===== config.mk =====
export PLATFORM = sky130hd
export DESIGN_NAME = sic_div
export DESIGN_NICKNAME = d
export VERILOG_FILES = /design/src/rtl/sic_pkg.sv /design/src/rtl/sic_div.sv
export SDC_FILE = /design/constraint.sdc
export NUM_CORES = 2
export LEC_CHECK = 0
export ABC_CLOCK_PERIOD_IN_PS = 6380
export BUFFER_PORTS_ARGS = -buffer_cell sky130_fd_sc_hd__buf_2
export CORE_MARGIN = 2
export CORE_UTILIZATION = 46
export DETAILED_ROUTE_END_ITERATION = 7
export PLACE_DENSITY = 0.67
export SLEW_MARGIN = 20
export SYNTH_ARGS = -nofsm -noshare
export SYNTH_HDL_FRONTEND = slang
export SYNTH_SLANG_ARGS = --single-unit

===== constraint.sdc =====
create_clock -name clk -period 6.38 [get_ports clk]
set_input_delay 0.957 -clock clk [delete_from_list [all_inputs] [get_ports clk]]
set_output_delay 0.957 -clock clk [all_outputs]
set_load 0.02 [all_outputs]

===== src/rtl/sic_pkg.sv =====
`timescale 1ns / 1ps
package sic_pkg;
  localparam int CW = 16;
  localparam int DW = CW + 1;
  localparam int PW = 2 * DW + 1;
  localparam int QW = CW + 2;
  localparam int AW = PW + DW;

  typedef logic signed [CW-1:0] coord_t;
  typedef logic signed [DW-1:0] diff_t;
  typedef logic signed [PW-1:0] prod_t;

  typedef enum logic [1:0] {
    REL_NONE  = 2'd0,
    REL_CROSS = 2'd1,
    REL_OVER  = 2'd2,
    REL_TOUCH = 2'd3
  } rel_t;
endpackage


===== src/rtl/sic_div.sv =====
`timescale 1ns / 1ps
module sic_div (
  input  logic                     clk,
  input  logic                     rst_n,
  input  logic                     in_vld,
  input  logic [sic_pkg::AW-1:0]   in_a,
  input  logic [sic_pkg::PW-1:0]   in_d,
  output logic                     out_vld,
  output logic [sic_pkg::QW-1:0]   out_q
);
  import sic_pkg::*;

  logic [QW:0]        vld_r;
  logic [AW-1:0]      rem_r [QW+1];
  logic [PW-1:0]      den_r [QW+1];
  logic [QW-1:0]      quo_r [QW+1];
  logic [AW-1:0]      rem_nxt [QW];
  logic [QW-1:0]      quo_nxt [QW];
  logic [AW+QW-1:0]   trial [QW];

  always_comb begin
    for (int s = 0; s < QW; s++) begin
      trial[s] = (AW+QW)'(den_r[s]) << (QW - 1 - s);
      if ((AW+QW)'(rem_r[s]) >= trial[s]) begin
        rem_nxt[s] = rem_r[s] - trial[s][AW-1:0];
        quo_nxt[s] = quo_r[s] | (QW'(1) << (QW - 1 - s));
      end else begin
        rem_nxt[s] = rem_r[s];
        quo_nxt[s] = quo_r[s];
      end
    end
  end

  always_ff @(posedge clk) begin
    if (!rst_n) begin
      vld_r <= '0;
    end else begin
      vld_r <= {vld_r[QW-1:0], in_vld};
    end
    rem_r[0] <= in_a;
    den_r[0] <= in_d;
    quo_r[0] <= '0;
    for (int s = 0; s < QW; s++) begin
      rem_r[s+1] <= rem_nxt[s];
      den_r[s+1] <= den_r[s];
      quo_r[s+1] <= quo_nxt[s];
    end
  end

  assign out_vld = vld_r[QW];
  assign out_q   = quo_r[QW];
endmodule


==> run summary <==
status = finished clean
xor and xnor area share after synthesis = 7.208%
Ports = 109
fmax = 221.1 MHz
antenna cells = 0
Placer Congestion = 0.9555
max_cap viols = 0
Routed WL = 181300 µm
GRT Residual Overflow = 0
FF+latch count, synth = 1756
Arrival @ worst endpoint = 5.25 ns
post-CTS setup repair buffer count = 0
Post-Place Cells = 10754
Slew headroom = 25.81%
M2 GR Usage = 39.27%
Yosys Warn Count = 0
Synth cell types = 109
Final Instance Count excl. Fillers = 11093
Via-to-Cell Ratio = 5.305
M3 GR Usage = 2.730%
number of global-route vias before repair = 59562
Core ar. = 169800 µm²
clock buffer depth = 3
clk_skew = 0.04193 ns
iteration-0 DRC count of the detailed router = 2601
Min Clock Period, post-route = 4.522 ns
WL/cell = 16.34 µm
Syn Area/Cell = 9.141 µm²
initial antenna violation count = 1
Initial Util = 46.43%
Layout Nets = 9461
TritonCTS clock tree = built
htree depth = 4
worst min-delay path category = input pin to register
mux share of post-synthesis cell area = 1.748%
GRT busiest layer = met2
detailed placement HPWL = 141200 µm
met1 Usage GRT = 20.49%
Leak = 39.63 nW
DRC = 0
die width = 418.1 µm
Worst Tran Pin Value = 1.097 ns
CTS clk-pin slew, worst paths = 0.06 ns
Post-DRT Antenna Nets = 0
Synth Area in Adders = 10.43%
main combinational cell family by area after synthesis = compound AO/OA/AOI/OAI gates
die area = 174800 µm²
Netlist Area Pre-Place = 78860 µm²
clock latency on the worst-skew pair = 0.83 ns
Syn Nets = 9364
Placed Area = 81660 µm²
Post-synth EDFFs = 0
final setup vio count = 0
TritonCTS Buffers = 186
CP max FO = 61
first-pass GRT wire length = 293100 µm
kind of critical path = register to register
crit end category = register
pin count of the biggest net entering global routing = 74
max-slew violation total from the final report = 0
Die Y-Extent = 418.1 µm
final instance area = 88140 µm²
PostCTS Resize Cnt = 0
Syn Inst Count = 8627
Pre-antenna DRT Iters = 7
DR vias = 58852
Post-synth ARST share = 0%
CTS Root Cell = clkbuf_16
P&R area growth vs syn = 11.77%
final core utilization = 51.90%
PwrDens = 544.9 nW/µm²
Setup TNS Final = 0 ns
port bufs = 108
sequential share of the synthesized area = 44.58%
count of final hold-check violations = 0
RSZ-0062 raised after global routing = no
startpoint types = register
period utilisation layout = 70.88%
simple-gate portion of the synthesized area = 13.39%
# hold bufs at CTS = 0
Min Hold Slack = 0.2117 ns
predominant post-synthesis flop cell = dfxtp_1
Crit path required time = 7.10 ns
share of layout cells above drive strength 1 = 7.324%
VDD IR-drop max = 0.3204 mV
Compound-Gate Fraction of Synth Area = 17.81%
clk sink count = 1756
row cnt = 151
overall routing resource usage = 20.44%
-- critical path, cell delays in order, from the launching register on --
cell and delay, ns:
dfxtp_1 0.34, ha_1 0.17, inv_1 0.05, fa_1 0.40
a21oi_1 0.24, o211ai_1 0.19, a2111oi_1 0.93, o21ai_0 0.28
a21o_1 0.27, a31oi_1 0.14, o21ai_0 0.20, a41o_2 0.33
buf_4 0.31, and3b_1 0.33, nand3b_1 0.13, xnor2_1 0.12
-- report_power, final --
part	leakage, nW	internal (W)	switching, W
registers	14.8	0.0141	0.00177
logic	21.7	0.00925	0.0119
clock network	3.14	0.00660	0.00448
-- synth_stat cells, types with 105 or more instances --
cell type	number	area share, %
a21oi_1	776	4.9
nand2_1	630	3.0
o21ai_0	531	3.4
dfxtp_1	1756	45
a21o_1	324	3.1
nand4_1	125	0.99
nand3_1	141	0.89
inv_1	773	3.7
nor2_1	592	2.8
nor3_1	132	0.84
xnor2_1	366	4.1
xor2_1	283	3.1
ha_1	630	10
mux2_2	105	1.5
clkbuf_1	172	0.82
-- final cells by class --
type	instances	area (µm²)
Clock inverter	72	1119
Tap cell	2218	2775
Fill cell	15313	81700
Sequential cell	1756	35150
Multi-Input combinational cell	5869	40040
Inverter	774	2905
Clock buffer	267	5369
Timing Repair Buffer	137	783.3
-- worst paths after layout --
check	slack, ns	cells past startpoint	start	to
worst max-delay path	1.86	15	den_r[15][0]	rem_r[16][40]
worst min-delay path	0.21	1	in_d[17]	den_r[0][17]
worst max register to register	1.86	15	den_r[15][0]	rem_r[16][40]
worst min register to register	0.31	0	quo_r[12][15]	quo_r[13][15]
-- metrics by stage --
stage	setup slack, ns	total power, W
global placement	1.551	0.03648
CTS	1.901	0.04815
detailed placement	1.943	0.03682
global route	1.675	0.05152
floorplan	3.113	0.03202
finish	1.858	0.04803
-- flip-flops by register name, summed over array words and instances (netlist names) --
signal / count
rem_r: 936
den_r: 630
quo_r: 171
vld_r: 19
-- placed cells by master (no fill, tap or decap), drive strengths merged, types with 137 or more instances in the layout --
cell / n
dfxtp: 1756
a21oi: 779
inv: 779
ha: 630
nand2: 630
nor2: 594
o21ai: 554
xnor2: 366
a21o: 324
xor2: 283
clkbuf: 267
nand3: 141
buf: 137
-- per-layer routing --
layer,vias up,wire (µm),part of all wire [%]
met2,1347,94040,52
met4,0,11720,6.5
li1,30179,-,-
met1,26761,69840,39
met5,-,0,0
met3,565,5658,3.1
-- cell families after synthesis --
logic type	count (synthesis)
xor+xnor	649
compound gates	2263
buf+inv	1002
simple gates	2187
mux	123
fa+ha+maj	647
flops	1756
(Power assumes the default switching activity.)
